--- config.mk ---
export PLATFORM = sky130hd
export DESIGN_NAME = smooth_121_int8_saturating
export DESIGN_NICKNAME = d
export VERILOG_FILES = /design/src/hw/rtl/s121_pkg.sv /design/src/hw/rtl/smooth_121_int8_saturating.sv /design/src/hw/rtl/s121_cell.sv /design/src/hw/rtl/s121_outq.sv
export VERILOG_INCLUDE_DIRS = /design/src /design/src/hw/rtl
export SDC_FILE = /design/constraint.sdc
export NUM_CORES = 1
export LEC_CHECK = 0
export ABC_AREA = 1
export BUFFER_PORTS_ARGS = -buffer_cell sky130_fd_sc_hd__buf_4
export CAP_MARGIN = 10
export CORE_ASPECT_RATIO = 2
export CORE_MARGIN = 2
export CORE_UTILIZATION = 40
export DETAILED_ROUTE_END_ITERATION = 12
export SLEW_MARGIN = 0
export SYNTH_ARGS = -nofsm -noshare
export SYNTH_HDL_FRONTEND = slang
export SYNTH_SLANG_ARGS = --single-unit
--- constraint.sdc ---
create_clock -name i_clk -period 2.9 [get_ports i_clk]
set_input_delay 0.29 -clock i_clk [delete_from_list [all_inputs] [get_ports i_clk]]
set_output_delay 0.29 -clock i_clk [all_outputs]
set_load 0.05 [all_outputs]
--- src/hw/rtl/assert_macros.svh ---
// assertion helpers for the rtl folder
`ifndef ASSERT_MACROS_SVH
`define ASSERT_MACROS_SVH

`ifndef ASSERT_OFF
// same-cycle implication
`define ASSERT_IMPL(label, clk, rst_n, ante, cons) \
    label: assert property (@(posedge clk) disable iff (!rst_n) (ante) |-> (cons)) \
        else $error("assertion failed: same-cycle implication");
// next-cycle implication
`define ASSERT_NEXT(label, clk, rst_n, ante, cons) \
    label: assert property (@(posedge clk) disable iff (!rst_n) (ante) |=> (cons)) \
        else $error("assertion failed: next-cycle implication");
`else
`define ASSERT_IMPL(label, clk, rst_n, ante, cons)
`define ASSERT_NEXT(label, clk, rst_n, ante, cons)
`endif

`endif

--- src/hw/rtl/s121_pkg.sv ---
`default_nettype none

package s121_pkg;

    localparam int SAMPLE_W = 8;
    localparam int SUM_W    = SAMPLE_W + 3;   // holds the 1-2-1 and 4x sums
    localparam int NUM_TAPS = 2;              // newer and older sample cells
    localparam int QDEPTH   = 4;              // result queue entries
    localparam int QAW      = $clog2(QDEPTH);
    localparam int QCW      = QAW + 1;

    localparam logic signed [SUM_W-1:0] SAT_HIGH = SUM_W'(127);
    localparam logic signed [SUM_W-1:0] SAT_LOW  = -SUM_W'(128);

    typedef logic signed [SAMPLE_W-1:0] t_sample;
    typedef logic signed [SUM_W-1:0]    t_sum;

    typedef struct packed {
        t_sample smoothed;
        logic    final_result;
    } t_result;

    // up to two results enter the queue per accepted sample
    typedef struct packed {
        logic    v0;
        t_result d0;
        logic    v1;
        t_result d1;
    } t_push;

    typedef struct packed {
        logic           room;   // at least two free entries
        logic [QCW-1:0] count;
    } t_qstat;

    function automatic t_sample sat8(input t_sum s);
        t_sum r;
        r = s;
        if (s > SAT_HIGH) r = SAT_HIGH;
        if (s < SAT_LOW) r = SAT_LOW;
        return r[SAMPLE_W-1:0];
    endfunction

endpackage

`default_nettype wire

--- src/hw/rtl/smooth_121_int8_saturating.sv ---
`default_nettype none

// 1-2-1 smoothing of signed 8-bit samples with saturation to -128..127.
// Each sample arrives on the slave stream with tlast marking the end of its
// sequence; for every sample the block emits prev + 2*cur + next, with the
// edge sample repeated at both ends, so a one-sample sequence gives 4*x.
// The result for a sample appears once its successor (or tlast) is seen.
// Rate: one sample transaction per clock while s_axis_tready is high. A sample
// produces zero, one or two results (two for the last sample of a sequence
// longer than one); results leave at one per clock while m_axis_tready is high,
// via a four-entry queue, and s_axis_tready is high while it has at least
// two free entries. A result is valid on the master stream the cycle after its
// transaction at best. The held samples live in a chain of two cells, newer
// then older, that shift on each accepted sample; an opening sample fills both.
`include "assert_macros.svh"

module smooth_121_int8_saturating
    import s121_pkg::*;
(
    input  wire logic       i_clk,
    input  wire logic       i_rst_n,
    input  wire logic       s_axis_tvalid,
    output logic            s_axis_tready,
    input  wire logic [7:0] s_axis_tdata,   // [7:0] sample
    input  wire logic       s_axis_tlast,   // final_sample
    output logic            m_axis_tvalid,
    input  wire logic       m_axis_tready,
    output logic [7:0]      m_axis_tdata,   // [7:0] smoothed
    output logic            m_axis_tlast    // final_result
);

    logic    r_open;      // a sample is held and its result pending
    logic    n_open;
    logic    w_acc;
    t_sample w_x;
    t_sample w_tap [NUM_TAPS];
    t_sum    w_xs;
    t_sum    w_new;
    t_sum    w_old;
    t_sum    w_sum_mid;   // older + 2*newer + x
    t_sum    w_sum_end;   // newer + 3*x, last result of a sequence
    t_sum    w_sum_one;   // 4*x, one-sample sequence
    t_push   w_push;
    t_result w_head;
    t_qstat  w_stat;

    assign w_x   = $signed(s_axis_tdata);
    assign w_acc = s_axis_tvalid && s_axis_tready;

    // sample cells: tap 0 holds the newer sample, tap 1 the older one
    for (genvar k = 0; k < NUM_TAPS; k++) begin : g_cell
        t_sample w_chain;
        if (k == 0) begin : g_head
            assign w_chain = w_x;
        end else begin : g_body
            assign w_chain = w_tap[k-1];
        end
        s121_cell u_cell (
            .i_clk     (i_clk),
            .i_rst_n   (i_rst_n),
            .i_shift   (w_acc),
            .i_restart (!r_open),
            .i_fresh   (w_x),
            .i_chain   (w_chain),
            .o_tap     (w_tap[k])
        );
    end

    // three-tap sums, sign extended to the sum width
    assign w_xs      = SUM_W'(w_x);
    assign w_new     = SUM_W'(w_tap[0]);
    assign w_old     = SUM_W'(w_tap[NUM_TAPS-1]);
    assign w_sum_mid = w_old + w_new + w_new + w_xs;
    assign w_sum_end = w_new + w_xs + w_xs + w_xs;
    assign w_sum_one = w_xs <<< 2;

    always_comb begin
        w_push.v0              = w_acc && (r_open || s_axis_tlast);
        w_push.d0.smoothed     = r_open ? sat8(w_sum_mid) : sat8(w_sum_one);
        w_push.d0.final_result = !r_open;
        w_push.v1              = w_acc && r_open && s_axis_tlast;
        w_push.d1.smoothed     = sat8(w_sum_end);
        w_push.d1.final_result = 1'b1;
    end

    // every accepted sample leaves the sequence open unless it is the last
    always_comb begin
        n_open = r_open;
        if (w_acc) begin
            n_open = !s_axis_tlast;
        end
    end

    always_ff @(posedge i_clk) begin
        if (!i_rst_n) begin
            r_open <= 1'b0;
        end else begin
            r_open <= n_open;
        end
    end

    s121_outq u_outq (
        .i_clk   (i_clk),
        .i_rst_n (i_rst_n),
        .i_push  (w_push),
        .i_pop   (m_axis_tready),
        .o_valid (m_axis_tvalid),
        .o_head  (w_head),
        .o_stat  (w_stat)
    );

    assign s_axis_tready = w_stat.room;
    assign m_axis_tdata  = w_head.smoothed;
    assign m_axis_tlast  = w_head.final_result;

    // queue never holds more than its depth
    `ASSERT_IMPL(a_q_bound, i_clk, i_rst_n, 1'b1, w_stat.count <= QCW'(QDEPTH))
    // a last sample always closes the sequence
    `ASSERT_NEXT(a_last_closes, i_clk, i_rst_n, w_acc && s_axis_tlast, !r_open)
    // any result push is followed by a valid result
    `ASSERT_NEXT(a_push_shows, i_clk, i_rst_n, w_push.v0, m_axis_tvalid)
    // a second result only with a first one
    `ASSERT_IMPL(a_pair, i_clk, i_rst_n, w_push.v1, w_push.v0)

endmodule

`default_nettype wire

--- src/hw/rtl/s121_cell.sv ---
`default_nettype none

module s121_cell
    import s121_pkg::*;
(
    input  wire logic    i_clk,
    input  wire logic    i_rst_n,
    input  wire logic    i_shift,     // a sample transaction is taken
    input  wire logic    i_restart,   // no sequence open: load the fresh sample
    input  wire t_sample i_fresh,
    input  wire t_sample i_chain,     // neighbor on the input side
    output t_sample      o_tap
);

    t_sample r_tap;
    t_sample n_tap;

    always_comb begin
        n_tap = r_tap;
        if (i_shift) begin
            n_tap = i_restart ? i_fresh : i_chain;
        end
    end

    always_ff @(posedge i_clk) begin
        if (!i_rst_n) begin
            r_tap <= '0;
        end else begin
            r_tap <= n_tap;
        end
    end

    assign o_tap = r_tap;

endmodule

`default_nettype wire

--- src/hw/rtl/s121_outq.sv ---
`default_nettype none

module s121_outq
    import s121_pkg::*;
(
    input  wire logic    i_clk,
    input  wire logic    i_rst_n,
    input  wire t_push   i_push,
    input  wire logic    i_pop,
    output logic         o_valid,
    output t_result      o_head,
    output t_qstat       o_stat
);

    t_result        r_mem [QDEPTH];
    logic [QAW-1:0] r_wr;
    logic [QAW-1:0] r_rd;
    logic [QCW-1:0] r_count;
    logic [QAW-1:0] n_wr;
    logic [QAW-1:0] n_rd;
    logic [QCW-1:0] n_count;
    logic           w_pop;
    logic [QAW-1:0] w_wr1;

    assign w_pop = i_pop && (r_count != '0);
    assign w_wr1 = r_wr + QAW'(1);

    always_comb begin
        n_wr    = r_wr;
        n_rd    = r_rd;
        n_count = r_count;
        if (i_push.v0) begin
            n_wr    = n_wr + QAW'(1);
            n_count = n_count + QCW'(1);
        end
        if (i_push.v1) begin
            n_wr    = n_wr + QAW'(1);
            n_count = n_count + QCW'(1);
        end
        if (w_pop) begin
            n_rd    = r_rd + QAW'(1);
            n_count = n_count - QCW'(1);
        end
    end

    always_ff @(posedge i_clk) begin
        if (!i_rst_n) begin
            r_wr    <= '0;
            r_rd    <= '0;
            r_count <= '0;
        end else begin
            r_wr    <= n_wr;
            r_rd    <= n_rd;
            r_count <= n_count;
        end
    end

    // payload entries, no reset
    always_ff @(posedge i_clk) begin
        for (int i = 0; i < QDEPTH; i++) begin
            if (i_push.v0 && (r_wr == QAW'(i))) begin
                r_mem[i] <= i_push.d0;
            end else if (i_push.v1 && (w_wr1 == QAW'(i))) begin
                r_mem[i] <= i_push.d1;
            end
        end
    end

    assign o_valid      = (r_count != '0);
    assign o_head       = r_mem[r_rd];
    assign o_stat.count = r_count;
    assign o_stat.room  = (r_count <= QCW'(QDEPTH - 2));

endmodule

`default_nettype wire

-- After elaboration in Yosys (flattened, before gate mapping)
Memories as Yosys holds them, arrays and structs flattened. A register that Yosys moved wholly into a read port is not among the register bits.
Index checks and enable logic that the tools add are counted.
- bits in registers: 24
- RAM bits: 36
- output and inout bits: 11
- logic and storage cells: 102
- memories: 1
- add/sub/neg operators: 12
- magnitude comparators: 7
- equality and inequality tests: 6
- muxes and demuxes: 45
- bitwise gates (word level): 4
- reduce and logical (&&, ||, !) cells: 21
- memories (name ; depth ; bits a word ; read ports ; clocked after memory_dff ; wr ports ; line ; RTL):
    u_outq.r_mem ; 4 ; 9 ; 1 ; 1 ; 2 ; s121_outq.sv:15 ; t_result r_mem [QDEPTH];
- operator list (operator ; number):
    8-bit 2-to-1 mux ; 8
    9-bit 2-to-1 mux ; 6
    10-bit by 8-bit adder with 11-bit output ; 2
    11-bit by 8-bit > comparator with 1-bit output (second input constant) ; 2
    11-bit by 8-bit less-than comparator with 1-bit output (second input constant) ; 2
    1-bit 2-to-1 mux ; 22
    9-bit by 8-bit adder with 10-bit output ; 2
    8-bit by 8-bit adder with 9-bit output ; 2
    9-bit OR reduction ; 2
    1-bit logical AND ; 13
    2-bit 2-to-1 mux ; 6
    10-bit by 8-bit > comparator with 1-bit output (second input constant) ; 1
    10-bit by 8-bit less-than comparator with 1-bit output (second input constant) ; 1
    3-bit 2-to-1 mux ; 3
    2-bit equality test (second input constant) ; 4
    2-bit by 1-bit adder with 2-bit output (second input constant) ; 3
    3-bit by 1-bit adder with 3-bit output (second input constant) ; 2
    2-bit by 1-bit equality test with 1-bit output (second input constant) ; 2
    2-bit logical NOT ; 2
    1-bit bitwise OR ; 4
    3-bit by 2-bit <= comparator with 1-bit output (second input constant) ; 1
    3-bit nonzero test ; 1
    3-bit by 1-bit subtractor with 3-bit output (second input constant) ; 1
    1-bit logical NOT ; 2
    1-bit logical OR ; 1

-- Depth between registers and ports, before layout
- depth in word-level cells: 11
- depth in mapped cells: 18
- gate-level depth less buffers: 18

-- Modules after synthesis
A second synthesis with hierarchy kept.
- cells, all modules: 695
- area total of the unflattened synthesis: 5305.1 sq um
- by module, submodules not included (module ; times used ; cells each ; area each (sq um) ; sequential area each (sq um)):
    s121_outq ; 1 ; 268 ; 2626.3 ; 1261.2
    smooth_121_int8_saturating ; 1 ; 289 ; 1800.5 ; 20.0
    s121_cell ; 2 ; 69 ; 439.2 ; 160.2

-- Worst setup path after synthesis
Ideal clock, no wire load.
- path kind: input-to-reg
- from: input port s_axis_tdata[1]
- to: memory u_outq.r_mem[2][1] in the netlist's numbering (data pin)
- library setup time: 254 ps
- arrival: 2509 ps
- required time: 2646 ps
- path slack: 138 ps
- stages: 15
- path buffers: 0
- cell sequence: inv_1 -> fa_1 -> inv_1 -> ha_1 -> fa_1 -> nand3_1 -> nand2_2 -> nand3_1 -> nand2_1 -> xnor2_1 -> nand3_1 -> nand2_1 -> nand2_1 -> nand3_1 -> nand2_1
- RTL lines (what ; line ; RTL):
    from (decl) ; smooth_121_int8_saturating.sv:24 ; input wire logic [7:0] s_axis_tdata,
    to (decl) ; s121_outq.sv:15 ;

==> metrics.cfg <==
[yosys]
avgSynthCellArea_um2=7.75
yosysWarnings=0
synthXorXnorAreaFrac=0.0292
syn-cell-area_um2=4750
synth_compound_area_frac=0.126
synth_top_family_by_area=simple AND/OR/NAND/NOR gates
yosysSeqAreaShare=0.335
synthCells=613
synthAdderAreaFrac=0.156
synth_mux_area_frac=0.00211
yosys.area_share.simple=0.261
synth_seq_cells=62
syn_nets=675
synth_cell_types=39

[sta]
fin_crit_ns=2.83
hold_violations=0
finalHoldWorstSlack_ns=0.286
finalCritPeriodShare=0.975
finalSetupTns_ns=0
max_slew_margin=0.266
slew_viol_final=0
fin_skew_ns=0.00710
max_freq_mhz=354
worst_pin_slew_ns=1.10
setup_violations=0
rsz0062_at_grt=yes

[critical_path]
r2r-end=u_outq.r_mem[2][1]$_DFFE_PP_
endpoint_kind=flop
reg2regPathDepth=16
crit_fanout=7
critPathRequiredTime_ns=3.10
path_class=flop to flop
worst_ep_arrival_time_ns=3.03
timing.rr.start=g_cell[1].u_cell.o_tap[1]$_SDFFE_PN0P_
cp-start-kind=flop
r2r_setup_slack_ns=0.07

[final_layout]
syn2layout_area_growth_pct=27.2
final_cell_mix=137 x nand2_1, 76 x inv_1, 57 x buf_4
fin_nets=732
layout_commonest_cell=nand2_1
diodes=0
multi_input_area_um2=3190
drive_gt1_frac=0.277
fin_cells=820
fill_cells=1121
seq_area_um2=1600

[global_route]
grt_usage=0.193
antenna_found_initial=0
grt_start_max_net_pins=28
grt_pass1_wl_um=19200
grt.overflow.total=0
grt_pass1_vias=4164

[routing]
drtPass1Iterations=5
routed_wl_um=12100
vias=4251
detail_route.wl_per_cell_um=14.8
viasPerCell=5.18
remaining_drc_errors=0
drt_iter0_markers=278
postRouteAntennaNets=0

[placed_design]
detailed_place_hpwl_um=9270
gp_congestion=0.885
post-place-cells=798
port_buffers=23

[clocking]
tritoncts=done
clock_latency_ns=0.33
cts_sinks=62
htreeDepth=3
postCtsHoldBufs=0
clk_pin_slew_ns=0.05
clk_path_buf_depth=2
root_buffer=clkbuf_16
numCtsBuffers=9

[floorplan]
die_h_um=158
num_rows=56
io_pins=24
core_area_um2=11600
die_x_um=81.1
die-area_um2=12800
initial_core_util=0.409

[power_and_ir_drop]
peakVddDrop_v=0.000790
p_leak_uw=0.00280
total_power_uw=6720
powerDensity_nw_per_um2=1110

[run_status]
outcome=completed

[worst_hold_path]
whs_path_depth=3
min_to=g_cell[0].u_cell.o_tap[3]$_SDFFE_PN0P_
hp-class=primary input to flop
hold_path_startpoint=s_axis_tdata[3]

[run]
cap_violations=0

[cell usage after synthesis, drive strengths merged]
cell,number,area share
a211oi,1,0.0016
a21o,1,0.0016
a21oi,37,0.044
a221oi,4,0.0074
a22o,1,0.0018
a31oi,1,0.0013
buf,8,0.017
clkbuf,7,0.0055
clkinv,1,0.00079
dfxtp,27,0.11
edfxtp,35,0.22
fa,17,0.072
ha,32,0.084
inv,86,0.068
mux2i,1,0.0021
nand2,177,0.15
nand3,50,0.055
nand4,6,0.0079
nor2,40,0.040
nor3,5,0.0063
o21a,2,0.0032
o21ai,48,0.051
o22ai,11,0.014
xnor2,7,0.013
xor2,8,0.016
[final cells by class]
cell class                 count  area share
clock buffer                  10      0.0395
clock inverter                 6      0.0101
inverter                      87      0.0553
multi-input combinational    452       0.527
sequential                    62       0.264
tap                          145      0.0300
timing repair buffer          58      0.0741
[state kept, by name (all words and copies together) (netlist names), named ones only]
| name | count |
|---|---|
| u_outq.r_rd | 2 |
| u_outq.r_count | 3 |
| u_outq.r_wr | 2 |
| r_open | 1 |
| g_cell.u_cell.o_tap | 16 |
| u_outq.r_mem | 36 |
[kinds of logic (layout without fill, tap and decap cells)]
| kind of cell | Yosys count | after routing |
|---|---|---|
| simple gates | 278 | 281 |
| compound gates | 106 | 106 |
| buf+inv | 102 | 161 |
| flops | 62 | 62 |
| fa+ha+maj | 49 | 49 |
| xor+xnor | 15 | 15 |
| mux | 1 | 1 |
[power breakdown]
group	internal, uW	switching, uW
combinational	1530	2820
clock	684	391
sequential	1180	104
total	3400	3320
[how the worst max path moves through the flow]
stage	startpoint	to	slack [ns]	cells past startpoint
finish	g_cell[1].u_cell.o_tap[1]$_SDFFE_PN0P_	u_outq.r_mem[2][1]$_DFFE_PP_	0.07	16
detailed placement	s_axis_tdata[1]	u_outq.r_mem[3][7]$_DFFE_PP_	-0.16	17
global placement	s_axis_tdata[1]	u_outq.r_mem[3][7]$_DFFE_PP_	-0.14	17
global route	g_cell[0].u_cell.o_tap[0]$_SDFFE_PN0P_	u_outq.r_mem[2][1]$_DFFE_PP_	-0.1	16
CTS	g_cell[0].u_cell.o_tap[1]$_SDFFE_PN0P_	u_outq.r_mem[1][1]$_DFFE_PP_	0.0005	16
floorplan	s_axis_tdata[1]	u_outq.r_mem[2][1]$_DFFE_PP_	0.14	15
[critical path, cell delays in order, from the launching register on]
cell	delay (ns)
dfxtp_2	0.32
inv_2	0.04
fa_1	0.51
inv_2	0.05
ha_4	0.16
fa_2	0.40
nand3_2	0.11
nand3_4	0.10
nand2_4	0.09
nand3_2	0.07
nand2_2	0.11
nand3_4	0.08
a21oi_4	0.30
nand2_1	0.11
nand2_2	0.12
nand2_1	0.07
nand2_1	0.07
[per-stage QoR]
step,cell area (um^2),util,setup slack (ns)
4_1_cts,5580,0.479,0.000515
3_3_place_gp,5250,0.452,-0.136
3_5_place_dp,5250,0.452,-0.161
2_1_floorplan,4750,-,0.138
5_1_grt,6050,0.520,-0.0954
6_report,6050,0.520,0.0717
[per-layer routing]
layer	vias to the layer above	wire [um]	global-route usage	share of wire
li1	2135	-	-	-
met1	1977	4220	0.185	0.35
met2	103	7250	0.390	0.60
met3	36	284	0.0285	0.023
met4	0	377	0.0726	0.031
met5	-	0	0	0
[what timing repair did]
item,in CTS,in global routing
endpoints found under the setup margin,25,30
pin swaps,2,46
gates resized for setup,5,98
gates cloned,1,2
buffers inserted,0,3
(Power assumes the default switching activity.)
